--- config.mk ---
export PLATFORM = sky130hd
export DESIGN_NAME = quoted_utf8_text_validator_flat
export DESIGN_NICKNAME = d
export VERILOG_FILES = /design/src/sv/qutv_pkg.sv /design/src/sv/qutv_in_if.sv /design/src/sv/qutv_out_if.sv /design/src/sv/quoted_utf8_text_validator.sv /design/src/flat_wrapper.sv
export SDC_FILE = /design/constraint.sdc
export NUM_CORES = 1
export LEC_CHECK = 0
export BUFFER_PORTS_ARGS = -buffer_cell sky130_fd_sc_hd__buf_4
export CAP_MARGIN = 0
export CORE_ASPECT_RATIO = 1.75
export CORE_MARGIN = 2
export CORE_UTILIZATION = 35
export CTS_BUF_LIST = sky130_fd_sc_hd__clkbuf_8
export CTS_CLUSTER_DIAMETER = 150
export DETAILED_ROUTE_END_ITERATION = 10
export MAX_ROUTING_LAYER = met4
export PLACE_DENSITY = 0.65
export SETUP_SLACK_MARGIN = 0.3
export SYNTH_ARGS = -nofsm -noshare
export SYNTH_HDL_FRONTEND = slang
export SYNTH_SLANG_ARGS = --single-unit
--- constraint.sdc ---
create_clock -name clk -period 5.01 [get_ports clk]
set_input_delay 0.2505 -clock clk [delete_from_list [all_inputs] [get_ports clk]]
set_output_delay 0.2505 -clock clk [all_outputs]
set_load 0.01 [all_outputs]
--- src/sv/qutv_pkg.sv ---
// Package for the quoted UTF-8 text validator: widths, phase and rule codes,
// status codes and the UTF-8 lead byte helper functions.
// Depends on nothing; every other file of the block imports it.
package qutv_pkg;

    // Field widths.
    localparam int BYTE_W = 8;
    localparam int LEN_W  = 11;
    localparam int STAT_W = 2;

    // Largest decoded length the block will ever allow.
    localparam logic [LEN_W-1:0] MAX_TEXT_LIMIT = 11'd1024;
    localparam logic [LEN_W-1:0] CFG_RESET      = 11'd1024;

    // Scan phases.
    localparam logic [2:0] PH_IDLE = 3'd0;
    localparam logic [2:0] PH_OPEN = 3'd1;
    localparam logic [2:0] PH_ESC  = 3'd2;
    localparam logic [2:0] PH_CONT = 3'd3;
    localparam logic [2:0] PH_ACC  = 3'd4;
    localparam logic [2:0] PH_REJ  = 3'd5;

    // Restrictions on the first continuation byte.
    localparam logic [2:0] RULE_NONE = 3'd0;
    localparam logic [2:0] RULE_E0   = 3'd1;
    localparam logic [2:0] RULE_ED   = 3'd2;
    localparam logic [2:0] RULE_F0   = 3'd3;
    localparam logic [2:0] RULE_F4   = 3'd4;

    // Verdict codes on the result channel.
    localparam logic [STAT_W-1:0] ST_OPEN = 2'd0;
    localparam logic [STAT_W-1:0] ST_ACC  = 2'd1;
    localparam logic [STAT_W-1:0] ST_REJ  = 2'd2;

    // Byte codes of interest.
    localparam logic [BYTE_W-1:0] CH_QUOTE = 8'h22;
    localparam logic [BYTE_W-1:0] CH_BSL   = 8'h5c;
    localparam logic [BYTE_W-1:0] CH_SPACE = 8'h20;
    localparam logic [BYTE_W-1:0] CH_DEL   = 8'h7f;

    // Sequence length announced by a lead byte; zero for an illegal lead.
    function automatic logic [2:0] lead_length(input logic [BYTE_W-1:0] c);
        logic [2:0] len;
        len = 3'd0;
        if (c < 8'h80)
            len = 3'd1;
        else if ((c & 8'he0) == 8'hc0 && c >= 8'hc2)
            len = 3'd2;
        else if ((c & 8'hf0) == 8'he0)
            len = 3'd3;
        else if ((c & 8'hf8) == 8'hf0 && c <= 8'hf4)
            len = 3'd4;
        return len;
    endfunction

    // Rule for the second byte that follows a given lead byte.
    function automatic logic [2:0] lead_rule(input logic [BYTE_W-1:0] c);
        logic [2:0] rule;
        rule = RULE_NONE;
        if (c == 8'he0)
            rule = RULE_E0;
        else if (c == 8'hed)
            rule = RULE_ED;
        else if (c == 8'hf0)
            rule = RULE_F0;
        else if (c == 8'hf4)
            rule = RULE_F4;
        return rule;
    endfunction

    // Check of the first continuation byte against its rule.
    function automatic logic second_ok(input logic [2:0] rule, input logic [BYTE_W-1:0] b);
        logic ok;
        unique case (rule)
            RULE_E0: ok = (b >= 8'ha0);
            RULE_ED: ok = (b < 8'ha0);
            RULE_F0: ok = (b >= 8'h90);
            RULE_F4: ok = (b < 8'h90);
            default: ok = 1'b1;
        endcase
        return ok;
    endfunction

endpackage

--- src/sv/qutv_in_if.sv ---
// Input channel of the validator: one raw byte and its framing flags per
// transaction. Depends on qutv_pkg for the byte width.
interface qutv_in_if import qutv_pkg::*; ();
    logic              valid;
    logic              ready;
    logic [BYTE_W-1:0] text_byte;
    logic              start_req;
    logic              end_of_data;

    modport source (output valid, output text_byte, output start_req,
                    output end_of_data, input ready);
    modport sink   (input valid, input text_byte, input start_req,
                    input end_of_data, output ready);
endinterface

--- src/sv/qutv_out_if.sv ---
// Result channel of the validator: decoded byte, verdict and running length
// per transaction. Depends on qutv_pkg for the field widths.
interface qutv_out_if import qutv_pkg::*; ();
    logic              valid;
    logic              ready;
    logic              byte_valid;
    logic [BYTE_W-1:0] decoded_byte;
    logic [STAT_W-1:0] status;
    logic [LEN_W-1:0]  text_length;

    modport source (output valid, output byte_valid, output decoded_byte,
                    output status, output text_length, input ready);
    modport sink   (input valid, input byte_valid, input decoded_byte,
                    input status, input text_length, output ready);
endinterface

--- src/sv/quoted_utf8_text_validator.sv ---
// The result of an accepted input transaction is held in the result register from the next cycle.
// Throughput: one byte per cycle while the consumer takes results; the scan state registers are
// updated in the same cycle the byte is accepted, and the result register frees itself as soon as
// the consumer takes its transaction.
// Reset (rst_n low, asynchronous): idle phase, no pending result, limit register 1024.
// Top level of the quoted UTF-8 text validator; depends on qutv_pkg and the two channel interfaces.
module quoted_utf8_text_validator
    import qutv_pkg::*;
(
    input  logic               clk,
    input  logic               rst_n,
    qutv_in_if.sink            in_ch,
    qutv_out_if.source         out_ch,
    input  logic               cfg_we,
    input  logic [LEN_W-1:0]   cfg_wdata
);

    logic [LEN_W-1:0]  max_bytes_reg;
    logic [2:0]        phase_reg, phase_next;
    logic [1:0]        cont_left_reg, cont_left_next;
    logic [1:0]        cont_seen_reg, cont_seen_next;
    logic [2:0]        rule_reg, rule_next;
    logic [LEN_W-1:0]  byte_count_reg, byte_count_next;

    logic              out_valid_reg;
    logic              byte_valid_reg;
    logic [BYTE_W-1:0] decoded_byte_reg;
    logic [STAT_W-1:0] status_reg;
    logic [LEN_W-1:0]  text_length_reg;

    logic              in_fire;
    logic [LEN_W-1:0]  limit;
    logic [2:0]        seq_len;
    logic [LEN_W:0]    lead_total;
    logic [LEN_W:0]    esc_total;
    logic              active;
    logic              res_valid;
    logic [BYTE_W-1:0] res_byte;
    logic [STAT_W-1:0] res_status;

    // The input is taken whenever the result register is empty or being drained.
    assign in_ch.ready = !out_valid_reg || out_ch.ready;
    assign in_fire     = in_ch.valid && in_ch.ready;

    // Effective length limit, clamped to the hard maximum.
    assign limit = (max_bytes_reg > MAX_TEXT_LIMIT) ? MAX_TEXT_LIMIT : max_bytes_reg;

    // Lengths the scalar would reach after a lead byte or an escaped byte.
    assign seq_len    = lead_length(in_ch.text_byte);
    assign lead_total = {1'b0, byte_count_reg} + {{(LEN_W-2){1'b0}}, seq_len};
    assign esc_total  = {1'b0, byte_count_reg} + {{LEN_W{1'b0}}, 1'b1};

    // Next scan state and the result of the byte on the input channel.
    always_comb
    begin
        phase_next      = phase_reg;
        cont_left_next  = cont_left_reg;
        cont_seen_next  = cont_seen_reg;
        rule_next       = rule_reg;
        byte_count_next = byte_count_reg;
        active          = 1'b0;
        res_valid       = 1'b0;
        res_byte        = '0;

        if (in_ch.start_req)
        begin
            cont_left_next  = 2'd0;
            cont_seen_next  = 2'd0;
            rule_next       = RULE_NONE;
            byte_count_next = '0;
            phase_next      = (in_ch.text_byte == CH_QUOTE) ? PH_OPEN : PH_REJ;
            active          = 1'b1;
        end
        else if (phase_reg == PH_OPEN)
        begin
            active = 1'b1;
            priority if (in_ch.text_byte == CH_QUOTE)
            begin
                phase_next = PH_ACC;
            end
            else if (in_ch.text_byte < CH_SPACE || in_ch.text_byte == CH_DEL)
            begin
                phase_next = PH_REJ;
            end
            else if (in_ch.text_byte == CH_BSL)
            begin
                phase_next = PH_ESC;
            end
            else if (seq_len == 3'd0 || lead_total > {1'b0, limit})
            begin
                phase_next = PH_REJ;
            end
            else
            begin
                res_valid       = 1'b1;
                res_byte        = in_ch.text_byte;
                byte_count_next = esc_total[LEN_W-1:0];
                if (seq_len > 3'd1)
                begin
                    cont_left_next = 2'(seq_len - 3'd1);
                    cont_seen_next = 2'd0;
                    rule_next      = lead_rule(in_ch.text_byte);
                    phase_next     = PH_CONT;
                end
            end
        end
        else if (phase_reg == PH_ESC)
        begin
            active = 1'b1;
            if ((in_ch.text_byte == CH_QUOTE || in_ch.text_byte == CH_BSL)
                && esc_total <= {1'b0, limit})
            begin
                res_valid       = 1'b1;
                res_byte        = in_ch.text_byte;
                byte_count_next = esc_total[LEN_W-1:0];
                phase_next      = PH_OPEN;
            end
            else
            begin
                phase_next = PH_REJ;
            end
        end
        else if (phase_reg == PH_CONT)
        begin
            active = 1'b1;
            if (in_ch.text_byte[7:6] != 2'b10
                || (cont_seen_reg == 2'd0 && !second_ok(rule_reg, in_ch.text_byte)))
            begin
                phase_next = PH_REJ;
            end
            else
            begin
                res_valid       = 1'b1;
                res_byte        = in_ch.text_byte;
                byte_count_next = esc_total[LEN_W-1:0];
                cont_seen_next  = cont_seen_reg + 2'd1;
                cont_left_next  = cont_left_reg - 2'd1;
                rule_next       = RULE_NONE;
                if (cont_left_reg == 2'd1)
                    phase_next = PH_OPEN;
            end
        end

        // Data ending while the scalar is still open rejects it.
        if (active && in_ch.end_of_data
            && (phase_next == PH_OPEN || phase_next == PH_ESC || phase_next == PH_CONT))
            phase_next = PH_REJ;

        if (phase_next == PH_REJ)
        begin
            res_valid = 1'b0;
            res_byte  = '0;
        end

        if (phase_next == PH_ACC)
            res_status = ST_ACC;
        else if (phase_next == PH_REJ)
            res_status = ST_REJ;
        else
            res_status = ST_OPEN;
    end

    // Limit register, written by the configuration port.
    always_ff @(posedge clk or negedge rst_n)
    begin
        if (!rst_n)
            max_bytes_reg <= CFG_RESET;
        else if (cfg_we)
            max_bytes_reg <= cfg_wdata;
    end

    // Scan state, advanced once per accepted input transaction.
    always_ff @(posedge clk or negedge rst_n)
    begin
        if (!rst_n)
        begin
            phase_reg      <= PH_IDLE;
            cont_left_reg  <= 2'd0;
            cont_seen_reg  <= 2'd0;
            rule_reg       <= RULE_NONE;
            byte_count_reg <= '0;
        end
        else if (in_fire)
        begin
            phase_reg      <= phase_next;
            cont_left_reg  <= cont_left_next;
            cont_seen_reg  <= cont_seen_next;
            rule_reg       <= rule_next;
            byte_count_reg <= byte_count_next;
        end
    end

    // Result register valid flag.
    always_ff @(posedge clk or negedge rst_n)
    begin
        if (!rst_n)
            out_valid_reg <= 1'b0;
        else if (in_ch.ready)
            out_valid_reg <= in_ch.valid;
    end

    // Result register payload.
    always_ff @(posedge clk)
    begin
        if (in_fire)
        begin
            byte_valid_reg   <= res_valid;
            decoded_byte_reg <= res_byte;
            status_reg       <= res_status;
            text_length_reg  <= byte_count_next;
        end
    end

    assign out_ch.valid        = out_valid_reg;
    assign out_ch.byte_valid   = byte_valid_reg;
    assign out_ch.decoded_byte = decoded_byte_reg;
    assign out_ch.status       = status_reg;
    assign out_ch.text_length  = text_length_reg;

    // A decoded byte is only ever emitted while the scalar is still open.
    a_byte_only_open: assert property (@(posedge clk) disable iff (!rst_n)
        (out_valid_reg && byte_valid_reg) |-> (status_reg == ST_OPEN))
        else $error("decoded byte emitted with a final verdict");

    // Without a content byte the decoded byte reads as zero.
    a_zero_when_empty: assert property (@(posedge clk) disable iff (!rst_n)
        (out_valid_reg && !byte_valid_reg) |-> (decoded_byte_reg == '0))
        else $error("decoded byte not cleared");

    // The length counter never passes the hard maximum.
    a_count_bound: assert property (@(posedge clk) disable iff (!rst_n)
        byte_count_reg <= MAX_TEXT_LIMIT)
        else $error("byte count beyond limit");

    // Inside a multi-byte sequence at least one continuation byte is owed.
    a_cont_pending: assert property (@(posedge clk) disable iff (!rst_n)
        (phase_reg == PH_CONT) |-> (cont_left_reg != 2'd0))
        else $error("continuation phase with nothing left");

    // Every emitted byte advances the length by exactly one.
    a_count_step: assert property (@(posedge clk) disable iff (!rst_n)
        (in_fire && res_valid) |=> (byte_count_reg == $past(byte_count_reg) + 1'b1))
        else $error("length did not follow emitted byte");

endmodule

--- src/flat_wrapper.sv ---
// flat-port wrapper written by rule: the top's interface ports become plain ports
module quoted_utf8_text_validator_flat import qutv_pkg::*;
  (clk, rst_n, cfg_we, cfg_wdata, in_ch_valid, in_ch_text_byte, in_ch_start_req, in_ch_end_of_data, in_ch_ready, out_ch_valid, out_ch_byte_valid, out_ch_decoded_byte, out_ch_status, out_ch_text_length, out_ch_ready);
  qutv_in_if in_ch_i ();
  qutv_out_if out_ch_i ();
  input  logic clk;
  input  logic rst_n;
  input  logic cfg_we;
  input  logic [LEN_W-1:0] cfg_wdata;
  input wire logic [$bits(in_ch_i.valid)-1:0] in_ch_valid;
  input wire logic [$bits(in_ch_i.text_byte)-1:0] in_ch_text_byte;
  input wire logic [$bits(in_ch_i.start_req)-1:0] in_ch_start_req;
  input wire logic [$bits(in_ch_i.end_of_data)-1:0] in_ch_end_of_data;
  output wire logic [$bits(in_ch_i.ready)-1:0] in_ch_ready;
  output wire logic [$bits(out_ch_i.valid)-1:0] out_ch_valid;
  output wire logic [$bits(out_ch_i.byte_valid)-1:0] out_ch_byte_valid;
  output wire logic [$bits(out_ch_i.decoded_byte)-1:0] out_ch_decoded_byte;
  output wire logic [$bits(out_ch_i.status)-1:0] out_ch_status;
  output wire logic [$bits(out_ch_i.text_length)-1:0] out_ch_text_length;
  input wire logic [$bits(out_ch_i.ready)-1:0] out_ch_ready;
  assign in_ch_i.valid = in_ch_valid;
  assign in_ch_i.text_byte = in_ch_text_byte;
  assign in_ch_i.start_req = in_ch_start_req;
  assign in_ch_i.end_of_data = in_ch_end_of_data;
  assign in_ch_ready = in_ch_i.ready;
  assign out_ch_valid = out_ch_i.valid;
  assign out_ch_byte_valid = out_ch_i.byte_valid;
  assign out_ch_decoded_byte = out_ch_i.decoded_byte;
  assign out_ch_status = out_ch_i.status;
  assign out_ch_text_length = out_ch_i.text_length;
  assign out_ch_i.ready = out_ch_ready;
  quoted_utf8_text_validator u_core (.clk(clk), .rst_n(rst_n), .in_ch(in_ch_i), .out_ch(out_ch_i), .cfg_we(cfg_we), .cfg_wdata(cfg_wdata));
endmodule
==> impl_metrics.json <==
{
  "outcome": "finished clean",
  "ff2ff_path_depth": 14,
  "clk_latency_ps": 320,
  "ys_top_cells_by_area": "dfrtp_1 21%, edfxtp_1 17%, ha_1 9.3%",
  "maxSlewViolCount": 0,
  "synth-xor-area-share_pct": 4.49,
  "rsz0062_at_grt": "false",
  "globalRouteTotalUtil_pct": 17.2,
  "slew_headroom_pct": 55.1,
  "cts_tree": "yes",
  "vias": 3230,
  "grt_pass1_vias": 3385,
  "synth_compound_area_share_pct": 17.1,
  "maxCapViolCount": 0,
  "leakage_nw": 1.88,
  "initial_core_util_pct": 35.6,
  "synth-seq-area-share_pct": 38.1,
  "die_w_um": 83.8,
  "dr.pass1.iters": 4,
  "cp-end-kind": "flip-flop",
  "synthMuxAreaShare_pct": 3.14,
  "totalWireLength_um": 9870,
  "cts.sinks": 55,
  "synth.most_common_cell": "nand2_1",
  "synth_top_family_by_area": "simple AND/OR/NAND/NOR gates",
  "drt.antenna.violating_nets": 0,
  "synth_edf_count": 22,
  "ys_seq_elements": 55,
  "finalSetupTns_ps": 0,
  "cts-root-buf": "clkbuf_8",
  "synth_top_area_share_pct": 20.5,
  "syn_to_final_growth_pct": 14.8,
  "antennaDiodeCount": 0,
  "syn-cell-area_sq_um": 3900,
  "fin_crit_sh_pct": 82.5,
  "cts.repair.resized": 0,
  "crit_required_ps": 5090,
  "cts_buffers": 5,
  "min_path_type": "primary input to flip-flop",
  "drive_gt1_share_pct": 19.4,
  "dieHeight_um": 144,
  "drc_errors": 0,
  "dieArea_sq_um": 12000,
  "wl_per_cell_um": 17.1,
  "nNetsFinal": 499,
  "rr_startpoint": "u_core.byte_count_reg[0]",
  "p_per_area_nw_per_um2": 308,
  "drt_iter0_drc": 168,
  "syn_nets": 460,
  "setup_viol": 0,
  "cts.clk_slew.worst_paths_ps": 100,
  "synthSimpleGateAreaFrac_pct": 22.7,
  "yosysTopAreaCell": "dfrtp_1",
  "grt_pass1_wl_um": 16100,
  "core-area_sq_um": 11000,
  "viasPerCell": 5.61,
  "worst-slew-pin-transition_ps": 671,
  "skew_ps": 10.3,
  "io_buffers": 49,
  "place_congestion": 0.900,
  "cts_hold_buffers": 1,
  "min-delay-start": "in_ch_valid",
  "synthArstFlopShare_pct": 60.0,
  "hold_violations": 0,
  "critPathLaunch": "u_core.byte_count_reg[0]",
  "fin_crit_ps": 4130,
  "synthCells": 404,
  "ys_top_cells_by_count": "59 x nand2_1, 32 x dfrtp_1, 29 x ha_1, 22 x edfxtp_1, 20 x a21oi_1",
  "synth.avg_cell_area_sq_um": 9.66,
  "grt_max_degree": 34,
  "io-pin-count": 50,
  "synth_fa_ha_area_share_pct": 9.81,
  "power_mw": 1.38,
  "placementRows": 51,
  "critPathKind": "flip-flop to flip-flop",
  "crit_path_start_kind": "flip-flop",
  "vdd_drop_max_mv": 0.125,
  "htree_levels": 2,
  "timing.critical_path.fanout_max": 7,
  "synth_cell_type_count": 70,
  "ys.flop_type": "dfrtp_1",
  "max_freq_mhz": 242,
  "grt.overflow.total": 0,
  "post-cts-setup-buffers": 0,
  "hold_depth": 2,
  "grt_antenna_before_repair": 0,
  "cts_buffer_depth": 2,
  "dp_hpwl_um": 7820,
  "cp.arrival_ps": 4210,
  "yosysWarnings": 0
}
cell usage in the layout, fill, tap and decap left out, drive strengths merged, types with 6 or more instances in the layout:
| master | count |
|---|---|
| a21oi | 20 |
| and2 | 12 |
| buf | 51 |
| dfrtp | 32 |
| edfxtp | 22 |
| ha | 29 |
| inv | 17 |
| mux2 | 10 |
| nand2 | 59 |
| nand3 | 14 |
| nand4 | 11 |
| nor2 | 17 |
| nor2b | 6 |
| nor3 | 11 |
| o211ai | 12 |
| o21ai | 20 |
| or4 | 8 |
| xnor2 | 17 |
area by class of cell:
| class | count | area, sq um |
|---|---|---|
| Fill cell | 1100 | 6490 |
| Multi-Input combinational cell | 312 | 2240 |
| Sequential cell | 55 | 1490 |
| Timing Repair Buffer | 52 | 393 |
| Tap cell | 132 | 165 |
| Clock buffer | 5 | 68.8 |
| Clock inverter | 3 | 67.6 |
| Inverter | 17 | 63.8 |
stage by stage:
| stage | hold slack (ps) | instance area (sq um) | cells | utilization, % | setup slack [ps] |
|---|---|---|---|---|---|
| final | 127 | 4480 | 576 | 40.8 | 876 |
| after global routing | 142 | 4480 | 576 | 40.8 | 515 |
| after CTS | 118 | 4480 | 576 | 40.8 | 887 |
| after detailed placement | 236 | 4340 | 567 | 39.5 | 648 |
| after global placement | 234 | 4340 | 567 | 39.5 | 838 |
| after floorplan | -45.1 | 3900 | 404 | - | 1120 |
where the power goes:
group	internal [mW]	switching (mW)
logic	0.193	0.257
registers	0.521	0.0584
clock network	0.199	0.153
metal layers:
layer	vias up	part of all wire, %	track usage (%)
met5	-	0	-
met4	0	5.5	12.0
met3	33	2.9	1.78
met2	81	55	32.0
met1	1549	37	16.6
li1	1567	-	-
kinds of logic (layout without fill, tap and decap cells):
| group | Yosys count | count (layout) |
|---|---|---|
| fa+ha+maj | 30 | 30 |
| buf+inv | 37 | 77 |
| mux | 11 | 11 |
| flops | 55 | 55 |
| xor+xnor | 20 | 20 |
| simple gates | 162 | 162 |
| compound gates | 89 | 89 |
final timing paths:
path | slack, ps | end
worst max-delay path | 880 | u_core.out_ch.decoded_byte[6]
worst min-delay path | 130 | u_core.out_ch.valid
worst max register to register | 880 | u_core.out_ch.decoded_byte[6]
worst min register to register | 490 | u_core.cont_seen_reg[1]
max in group asynchronous | 4250 | u_core.max_bytes_reg[10]
min in group asynchronous | 400 | u_core.phase_reg[1]
critical path: stages, from the launching register on:
cell	delay, ps
dfrtp_1	560
nand3_1	260
nor2_1	150
buf_4	170
and3_1	280
nand3_1	190
xnor2_1	170
ha_1	310
nand4_1	170
a211oi_1	300
o21ai_0	170
and4_1	240
a211oi_1	510
o21ai_1	170
o2111a_1	260
Power figures use the tool's default switching activity.
